**src/hw/rtl/pkc_pkg.sv**
```systemverilog
`timescale 1ns / 1ps

package pkc_pkg;

   localparam int unsigned TickWidth     = 32;
   localparam int unsigned CfgWidth      = 16;
   localparam int unsigned CsrIndexWidth = 2;
   localparam int unsigned StateWidth    = 3;
   localparam int unsigned ClassWidth    = 2;
   localparam int unsigned PowerWidth    = 2;

   // Classifier machine states
   localparam logic [StateWidth-1:0] ST_WAIT    = 3'd0;
   localparam logic [StateWidth-1:0] ST_DETECT  = 3'd1;
   localparam logic [StateWidth-1:0] ST_RELEASE = 3'd2;
   localparam logic [StateWidth-1:0] ST_SHORT   = 3'd3;
   localparam logic [StateWidth-1:0] ST_LONG    = 3'd4;
   localparam logic [StateWidth-1:0] ST_DOUBLE  = 3'd5;
   localparam logic [StateWidth-1:0] ST_END     = 3'd6;

   // Press classes
   localparam logic [ClassWidth-1:0] CLS_NONE   = 2'd0;
   localparam logic [ClassWidth-1:0] CLS_SHORT  = 2'd1;
   localparam logic [ClassWidth-1:0] CLS_LONG   = 2'd2;
   localparam logic [ClassWidth-1:0] CLS_DOUBLE = 2'd3;

   // Module power states
   localparam logic [PowerWidth-1:0] PWR_OFF = 2'd0;
   localparam logic [PowerWidth-1:0] PWR_ON  = 2'd1;

   // Control register indexes
   localparam logic [CsrIndexWidth-1:0] CSR_PRESS_WINDOW = 2'd0;
   localparam logic [CsrIndexWidth-1:0] CSR_SHORT_CLICK  = 2'd1;
   localparam logic [CsrIndexWidth-1:0] CSR_LONG_PRESS   = 2'd2;

   // Control register reset values
   localparam logic [CfgWidth-1:0] PRESS_WINDOW_RESET = 16'd50;
   localparam logic [CfgWidth-1:0] SHORT_CLICK_RESET  = 16'd50;
   localparam logic [CfgWidth-1:0] LONG_PRESS_RESET   = 16'd4000;

   typedef struct packed {
      logic [CfgWidth-1:0] press_window_ms;
      logic [CfgWidth-1:0] short_click_ms;
      logic [CfgWidth-1:0] long_press_ms;
   } cfg_type;

   typedef struct packed {
      logic [TickWidth-1:0]  now_ms;
      logic                  key_edge;
      logic                  key_released;
      logic [PowerWidth-1:0] power_state;
   } req_type;

   typedef struct packed {
      logic                  power_on_request;
      logic                  power_off_request;
      logic [ClassWidth-1:0] press_class;
      logic                  busy_res;
   } rsp_type;

endpackage

```
**src/hw/rtl/pkc_req_if.sv**
```systemverilog
`timescale 1ns / 1ps

interface pkc_req_if;
   import pkc_pkg::*;

   logic                  valid;
   logic                  ready;
   logic [TickWidth-1:0]  now_ms;
   logic                  key_edge;
   logic                  key_released;
   logic [PowerWidth-1:0] power_state;

   modport source (output valid, output now_ms, output key_edge, output key_released,
                   output power_state, input ready);
   modport sink (input valid, input now_ms, input key_edge, input key_released,
                 input power_state, output ready);
   modport monitor (input valid, input ready, input now_ms, input key_edge,
                    input key_released, input power_state);
endinterface

```
**src/hw/rtl/pkc_rsp_if.sv**
```systemverilog
`timescale 1ns / 1ps

interface pkc_rsp_if;
   import pkc_pkg::*;

   logic                  valid;
   logic                  ready;
   logic                  power_on_request;
   logic                  power_off_request;
   logic [ClassWidth-1:0] press_class;
   logic                  busy_res;

   modport source (output valid, output power_on_request, output power_off_request,
                   output press_class, output busy_res, input ready);
   modport sink (input valid, input power_on_request, input power_off_request,
                 input press_class, input busy_res, output ready);
   modport monitor (input valid, input ready, input power_on_request,
                    input power_off_request, input press_class, input busy_res);
endinterface

```
**src/hw/rtl/pkc_csr.sv**
```systemverilog
`timescale 1ns / 1ps

module pkc_csr import pkc_pkg::*; (
   input  logic                     clock,
   input  logic                     reset,
   input  logic                     csr_write_en,
   input  logic [CsrIndexWidth-1:0] csr_index,
   input  logic [CfgWidth-1:0]      csr_write_data,
   output cfg_type                  cfg
);

   cfg_type cfg_ff;
   cfg_type cfg_in;

   // Decode the register write; unused indexes are dropped
   always_comb begin
      cfg_in = cfg_ff;
      if (csr_write_en) begin
         unique case (csr_index)
            CSR_PRESS_WINDOW: cfg_in.press_window_ms = csr_write_data;
            CSR_SHORT_CLICK:  cfg_in.short_click_ms  = csr_write_data;
            CSR_LONG_PRESS:   cfg_in.long_press_ms   = csr_write_data;
            default:          cfg_in = cfg_ff;
         endcase
      end
   end

   always_ff @(posedge clock) begin
      if (reset) begin
         cfg_ff.press_window_ms <= PRESS_WINDOW_RESET;
         cfg_ff.short_click_ms  <= SHORT_CLICK_RESET;
         cfg_ff.long_press_ms   <= LONG_PRESS_RESET;
      end else begin
         cfg_ff <= cfg_in;
      end
   end

   assign cfg = cfg_ff;

endmodule

```
**src/hw/rtl/pkc_fsm.sv**
```systemverilog
`timescale 1ns / 1ps

module pkc_fsm import pkc_pkg::*; (
   input  logic    clock,
   input  logic    reset,
   input  logic    step_en,
   input  req_type item,
   input  cfg_type cfg,
   output rsp_type result
);

   localparam int unsigned PadWidth = TickWidth - CfgWidth;

   logic [StateWidth-1:0] state_ff;
   logic [StateWidth-1:0] state_in;
   logic [TickWidth-1:0]  press_start_ff;
   logic [TickWidth-1:0]  press_start_in;
   logic [TickWidth-1:0]  release_time_ff;
   logic [TickWidth-1:0]  release_time_in;

   logic [StateWidth-1:0] cur_state;
   logic [TickWidth-1:0]  held;
   logic [TickWidth-1:0]  since_release;
   logic [TickWidth-1:0]  press_len;
   logic [TickWidth-1:0]  win_ext;
   logic [TickWidth-1:0]  short_ext;
   logic [TickWidth-1:0]  long_ext;

   // Fold unused codes back to waiting; an edge restarts the press time
   always_comb begin
      cur_state      = (state_ff > ST_END) ? ST_WAIT : state_ff;
      press_start_in = item.key_edge ? item.now_ms : press_start_ff;
      held           = item.now_ms - press_start_in;
      since_release  = item.now_ms - release_time_ff;
      press_len      = release_time_ff - press_start_in;
      win_ext        = {{PadWidth{1'b0}}, cfg.press_window_ms};
      short_ext      = {{PadWidth{1'b0}}, cfg.short_click_ms};
      long_ext       = {{PadWidth{1'b0}}, cfg.long_press_ms};
   end

   // Advance the classifier one step for this poll
   always_comb begin
      state_in                 = cur_state;
      release_time_in          = release_time_ff;
      result.power_on_request  = 1'b0;
      result.power_off_request = 1'b0;
      result.press_class       = CLS_NONE;
      unique case (cur_state)
         ST_WAIT: begin
            if (item.key_edge) state_in = ST_DETECT;
         end
         ST_DETECT: begin
            priority if (item.key_released) begin
               release_time_in = item.now_ms;
               state_in        = ST_RELEASE;
            end else if (held > long_ext) begin
               state_in = ST_LONG;
            end else if (item.power_state == PWR_OFF && held >= win_ext) begin
               state_in = ST_SHORT;
            end
         end
         ST_RELEASE: begin
            priority if (!item.key_released && since_release <= win_ext) begin
               state_in = ST_DOUBLE;
            end else if (press_len <= win_ext) begin
               state_in = ST_DOUBLE;
            end else if (held >= long_ext) begin
               state_in = ST_END;
            end else if (held >= short_ext) begin
               state_in = ST_SHORT;
            end else begin
               state_in = ST_DOUBLE;
            end
         end
         ST_SHORT: begin
            result.press_class      = CLS_SHORT;
            result.power_on_request = (item.power_state != PWR_ON);
            state_in                = ST_END;
         end
         ST_LONG: begin
            result.press_class       = CLS_LONG;
            result.power_off_request = (item.power_state == PWR_ON);
            state_in                 = ST_END;
         end
         ST_DOUBLE: begin
            result.press_class = CLS_DOUBLE;
            state_in           = ST_END;
         end
         default: begin
            // End: wait for the key to come back up
            if (item.key_released) begin
               release_time_in = item.now_ms;
               state_in        = ST_WAIT;
            end
         end
      endcase
      result.busy_res = (state_in != ST_WAIT);
   end

   // Commit the step when the poll moves to the result register
   always_ff @(posedge clock) begin
      if (reset) begin
         state_ff        <= ST_WAIT;
         press_start_ff  <= '0;
         release_time_ff <= '0;
      end else if (step_en) begin
         state_ff        <= state_in;
         press_start_ff  <= press_start_in;
         release_time_ff <= release_time_in;
      end
   end

endmodule

```
**src/hw/rtl/power_key_press_classifier_unit.sv**
```systemverilog
`timescale 1ns / 1ps

// Path: a poll is registered in the input register, classified combinationally
// and then registered again in the result register.
// Throughput: one poll per cycle while rsp is not stalled; a stalled result
// register holds the next poll in the input register.
// Reset (synchronous, active high): machine waiting, press and release times
// zero, control registers at their defaults, both stages empty.
module power_key_press_classifier_unit import pkc_pkg::*; (
   input  logic                     clock,
   input  logic                     reset,
   pkc_req_if.sink                  req_chan,
   pkc_rsp_if.source                rsp_chan,
   input  logic                     csr_write_en,
   input  logic [CsrIndexWidth-1:0] csr_index,
   input  logic [CfgWidth-1:0]      csr_write_data
);

   cfg_type cfg;
   rsp_type step_result;

   logic    req_valid_ff;
   logic    req_valid_in;
   req_type req_item_ff;
   req_type req_item_in;
   logic    rsp_valid_ff;
   logic    rsp_valid_in;
   rsp_type rsp_item_ff;
   rsp_type rsp_item_in;
   logic    advance;
   logic    req_take;

   pkc_csr u_csr (
      .clock          (clock),
      .reset          (reset),
      .csr_write_en   (csr_write_en),
      .csr_index      (csr_index),
      .csr_write_data (csr_write_data),
      .cfg            (cfg)
   );

   pkc_fsm u_fsm (
      .clock   (clock),
      .reset   (reset),
      .step_en (advance),
      .item    (req_item_ff),
      .cfg     (cfg),
      .result  (step_result)
   );

   // Move a poll on when the result register is free or being drained
   assign advance        = req_valid_ff && (!rsp_valid_ff || rsp_chan.ready);
   assign req_chan.ready = !req_valid_ff || advance;
   assign req_take       = req_chan.valid && req_chan.ready;

   // Input stage
   always_comb begin
      req_valid_in = req_take || (req_valid_ff && !advance);
      req_item_in  = req_item_ff;
      if (req_take) begin
         req_item_in.now_ms       = req_chan.now_ms;
         req_item_in.key_edge     = req_chan.key_edge;
         req_item_in.key_released = req_chan.key_released;
         req_item_in.power_state  = req_chan.power_state;
      end
   end

   // Result stage
   always_comb begin
      rsp_valid_in = advance || (rsp_valid_ff && !rsp_chan.ready);
      rsp_item_in  = advance ? step_result : rsp_item_ff;
   end

   always_ff @(posedge clock) begin
      if (reset) begin
         req_valid_ff <= 1'b0;
         rsp_valid_ff <= 1'b0;
      end else begin
         req_valid_ff <= req_valid_in;
         rsp_valid_ff <= rsp_valid_in;
      end
   end

   always_ff @(posedge clock) begin
      req_item_ff <= req_item_in;
      rsp_item_ff <= rsp_item_in;
   end

   assign rsp_chan.valid             = rsp_valid_ff;
   assign rsp_chan.power_on_request  = rsp_item_ff.power_on_request;
   assign rsp_chan.power_off_request = rsp_item_ff.power_off_request;
   assign rsp_chan.press_class       = rsp_item_ff.press_class;
   assign rsp_chan.busy_res          = rsp_item_ff.busy_res;

endmodule

```
**src/flat_wrapper.sv**
```systemverilog
// flat-port wrapper written by rule: the top's interface ports become plain ports
module power_key_press_classifier_unit_flat import pkc_pkg::*;
  (clock, reset, csr_write_en, csr_index, csr_write_data, req_chan_valid, req_chan_now_ms, req_chan_key_edge, req_chan_key_released, req_chan_power_state, req_chan_ready, rsp_chan_valid, rsp_chan_power_on_request, rsp_chan_power_off_request, rsp_chan_press_class, rsp_chan_busy_res, rsp_chan_ready);
  pkc_req_if req_chan_i ();
  pkc_rsp_if rsp_chan_i ();
  input  logic clock;
  input  logic reset;
  input  logic csr_write_en;
  input  logic [CsrIndexWidth-1:0] csr_index;
  input  logic [CfgWidth-1:0] csr_write_data;
  input wire logic [$bits(req_chan_i.valid)-1:0] req_chan_valid;
  input wire logic [$bits(req_chan_i.now_ms)-1:0] req_chan_now_ms;
  input wire logic [$bits(req_chan_i.key_edge)-1:0] req_chan_key_edge;
  input wire logic [$bits(req_chan_i.key_released)-1:0] req_chan_key_released;
  input wire logic [$bits(req_chan_i.power_state)-1:0] req_chan_power_state;
  output wire logic [$bits(req_chan_i.ready)-1:0] req_chan_ready;
  output wire logic [$bits(rsp_chan_i.valid)-1:0] rsp_chan_valid;
  output wire logic [$bits(rsp_chan_i.power_on_request)-1:0] rsp_chan_power_on_request;
  output wire logic [$bits(rsp_chan_i.power_off_request)-1:0] rsp_chan_power_off_request;
  output wire logic [$bits(rsp_chan_i.press_class)-1:0] rsp_chan_press_class;
  output wire logic [$bits(rsp_chan_i.busy_res)-1:0] rsp_chan_busy_res;
  input wire logic [$bits(rsp_chan_i.ready)-1:0] rsp_chan_ready;
  assign req_chan_i.valid = req_chan_valid;
  assign req_chan_i.now_ms = req_chan_now_ms;
  assign req_chan_i.key_edge = req_chan_key_edge;
  assign req_chan_i.key_released = req_chan_key_released;
  assign req_chan_i.power_state = req_chan_power_state;
  assign req_chan_ready = req_chan_i.ready;
  assign rsp_chan_valid = rsp_chan_i.valid;
  assign rsp_chan_power_on_request = rsp_chan_i.power_on_request;
  assign rsp_chan_power_off_request = rsp_chan_i.power_off_request;
  assign rsp_chan_press_class = rsp_chan_i.press_class;
  assign rsp_chan_busy_res = rsp_chan_i.busy_res;
  assign rsp_chan_i.ready = rsp_chan_ready;
  power_key_press_classifier_unit u_core (.clock(clock), .reset(reset), .req_chan(req_chan_i), .rsp_chan(rsp_chan_i), .csr_write_en(csr_write_en), .csr_index(csr_index), .csr_write_data(csr_write_data));
endmodule
```
**config.mk**
```make
export PLATFORM = sky130hd
export DESIGN_NAME = power_key_press_classifier_unit_flat
export DESIGN_NICKNAME = d
export VERILOG_FILES = /design/src/hw/rtl/pkc_pkg.sv /design/src/hw/rtl/pkc_req_if.sv /design/src/hw/rtl/pkc_rsp_if.sv /design/src/hw/rtl/pkc_csr.sv /design/src/hw/rtl/pkc_fsm.sv /design/src/hw/rtl/power_key_press_classifier_unit.sv /design/src/flat_wrapper.sv
export SDC_FILE = /design/constraint.sdc
export NUM_CORES = 1
export LEC_CHECK = 0
export ABC_AREA = 1
export BUFFER_PORTS_ARGS = -buffer_cell sky130_fd_sc_hd__buf_2
export CORE_AREA = 2 2 177 179
export DETAILED_ROUTE_END_ITERATION = 10
export DIE_AREA = 0 0 179 181
export MAX_ROUTING_LAYER = met4
export PLACE_DENSITY = 0.67
export SYNTH_ARGS = -nofsm -noshare
export SYNTH_HDL_FRONTEND = slang
export SYNTH_HIERARCHICAL = 1
export SYNTH_SLANG_ARGS = --single-unit
```
**constraint.sdc**
```tcl
create_clock -name clock -period 4.1 [get_ports clock]
set_input_delay 0.41 -clock clock [delete_from_list [all_inputs] [get_ports clock]]
set_output_delay 0.41 -clock clock [all_outputs]
set_load 0.05 [all_outputs]
```
==> impl_metrics.ini <==
[routing]
num_vias = 17730
first_pass_iters = 6
routedWlPerCell_um = 17.68
drcViolationCount = 0
ant_nets = 0
vias_per_cell = 5.349
wl_mm = 58.60
drt_iter0_drc = 1893

[worst_setup_path]
crit_family = simple AND/OR/NAND/NOR gates
crit_arrival_ns = 4.53
critical_path_required_ns = 4.32
endpoint_kind = flop
cp_max_fo = 4
max_stage_delay_ns = 0.42
r2r_slack_ns = -0.21
path_buf_inv = 5
crit_path_frequent_cell = nand2_1
crit_path_start_kind = flop
crit_path_top_delay_cell = edfxtp_1
crit_type = flop to flop

[sta]
fmax_mhz = 232.0
slew_violations = 0
skew_ns = 0.01579
rsz0062_at_grt = true
setup_viol = 4
relSlewSlack_pct = 15.27
setup_ws_ns = -0.2097
min_period_ns = 4.310
hold_viol = 0
period_share_pct = 105.1
tightest_slew_ns = 1.270
fin_setup_tns_ns = -0.4263

[logic_synthesis]
avgSynthCellArea_um2 = 6.103
synth-edff-count = 41
ys_ff_latch = 158
synthesis.nets = 2805
syn_area_um2 = 15660
ys_async_sr_fraction_pct = 0
synthDistinctLibCells = 45
synth_cells = 2566
synth_warnings = 6
synth_flop_cell = dfxtp_1
synth_seq_area_share_pct = 22.82

[floorplanning]
dieWidth_um = 179
start_util_pct = 51.60
die_height_um = 181
ios = 66
row_count = 64
core_um2 = 30350
die_area_um2 = 32400

[finish]
multi_input_area_um2 = 11150
layout_commonest_cell = nand2_1
regArea_um2 = 3573
finalInstanceArea_um2 = 20430
antenna_cells = 0
postLayoutCoreUtil_pct = 67.30
nNetsFinal = 3144
num-fill-cells = 2710
final_cell_mix = nand2_1 (770), inv_1 (485), buf_4 (278)
drive_gt1_share_pct = 20.97
area_growth_pct = 30.43

[cts]
h-tree-depth = 4
root_buffer = clkbuf_16
cts_buffers = 17
clock-sinks = 158
clk_pin_slew_ns = 0.09
cts_tree = done
hold_buffers = 0
cts.path.max_buffers = 2
clk_latency_ns = 0.46

[global_routing]
overflow = 0
grt_pass1_wl_mm = 87.49
grt_max_degree = 67
track_usage_pct = 36.51
grt_pass1_vias = 16330
antenna_found_initial = 0

[placed_design]
port_buffers = 65
dpl-instance-area_um2 = 18360
gp_congestion = 1.037
detailed_place_hpwl_mm = 45.92

[power_and_ir_drop]
pwr-share-comb_pct = 49.0
ir_drop_mv = 0.3207
p_leak_nw = 11.01
swShare_pct = 41.57
power.switching_mw = 2.830
pwr_density_cell_nw_per_um2 = 333.3
p_int_mw = 3.978
power_frac_clock_pct = 24.9
finalPower_mw = 6.808
power_frac_seq_pct = 26.0

[run]
drv_cap = 0

[outcome]
status = complete, but fails checks
violations = negative setup slack

[hold_path]
hold_path_class = primary input to flop
worst paths after layout:
| path | start | depth (start not counted) | to |
|---|---|---|---|
| setup / recovery | u_core/req_item_ff[3]$_DFFE_PP_ | 25 | u_core/rsp_chan.busy_res$_DFFE_PP_ |
| hold / removal | req_chan_now_ms[11] | 1 | u_core/req_item_ff[15]$_DFFE_PP_ |
| setup reg to reg | u_core/req_item_ff[3]$_DFFE_PP_ | 25 | u_core/rsp_chan.busy_res$_DFFE_PP_ |
| hold reg to reg | u_core/u_csr/cfg[37]$_SDFFE_PP1P_ | 2 | u_core/u_csr/cfg[37]$_SDFFE_PP1P_ |
sequential cells by signal, indices dropped and copies added, names as in the netlist:
signal	cells
u_core/rsp_chan.power_on_request	1
u_core/rsp_chan.busy_res	1
u_core/rsp_chan.valid	1
u_core/u_fsm/state_ff	3
u_core/u_fsm/press_start_ff	32
u_core/req_item_ff	36
u_core/u_csr/cfg	48
u_core/rsp_chan.press_class	2
u_core/req_valid_ff	1
u_core/u_fsm/release_time_ff	32
u_core/rsp_chan.power_off_request	1
metrics by stage:
step                hold slack, ns  setup WS (ns)  std cells
global route                0.1098        -0.3589       3314
floorplan                   0.4289        0.09597       2566
CTS                         0.1071       -0.08489       3300
finish                      0.1184        -0.2097       3314
global placement            0.4438        -0.4522       3256
detailed placement          0.4469        -0.4202       3256
Yosys cell counts, types with 5 or more instances:
cell      count  share of area, %
inv_1       498                12
nor3_1       17              0.54
nand2_1     814                20
nand3b_1     10              0.48
xor2_1       39               2.2
inv_2         6              0.14
clkinv_1      5              0.12
nand2_2      19              0.76
nand4_1      27               1.1
nor2_1      260               6.2
a21oi_1     159               5.1
ha_1        177                14
mux2i_1      29               1.9
o211ai_1     32               1.5
edfxtp_1     41               7.9
clkbuf_1     22              0.53
buf_2         7              0.22
buf_1         6              0.14
nor2_4        6              0.43
xnor2_1       9              0.50
nand3_1     145               4.6
o21bai_1     11              0.53
o21ai_0      67               2.1
dfxtp_1     117                15
power by group through the flow:
| stage | clock (mW) | sequential (mW) | combinational, mW |
|---|---|---|---|
| 2_1_floorplan | 0 | 1.78 | 1.71 |
| 3_3_place_gp | 0 | 1.79 | 2.80 |
| 3_5_place_dp | 0 | 1.79 | 2.85 |
| 4_1_cts | 1.72 | 1.77 | 3.02 |
| 5_1_grt | 1.78 | 1.78 | 3.64 |
| 6_report | 1.70 | 1.77 | 3.34 |
repair_timing:
item	in CTS	in global routing
setup buffers	12	15
resized for setup	118	122
endpoints found under the setup margin	4	4
gates cloned	3	0
pin swaps	35	72
kinds of logic (layout without fill, tap and decap cells):
logic type,after synthesis,count (layout),share of synthesized area (%)
buffers and inverters,549,901,13.36
AOI/OAI and AO/OA,283,283,9.915
adders and majority gates,180,180,14.53
DFF,158,158,22.82
and+or+nand+nor,1319,1319,34.84
muxes,29,29,1.854
xor gates and xnor gates,48,48,2.685
layout make-up:
type,instances,share of cell area (%)
Multi-Input combinational cell,1859,54.59
Sequential cell,158,17.49
Timing Repair Buffer,360,13.10
Inverter,509,9.366
Tap cell,396,2.426
Clock buffer,17,2.083
Clock inverter,15,0.9433
per-layer routing:
layer	global-route usage [%]	wire length, um	vias to the layer above	share of wire (%)
li1	-	-	8717	-
met5	-	0	-	0
met2	53.85	25100	767	43
met1	50.43	26210	8097	45
met3	5.598	5068	145	8.6
met4	12.91	2214	0	3.8
No activity file was read; power rests on OpenSTA's default activity.
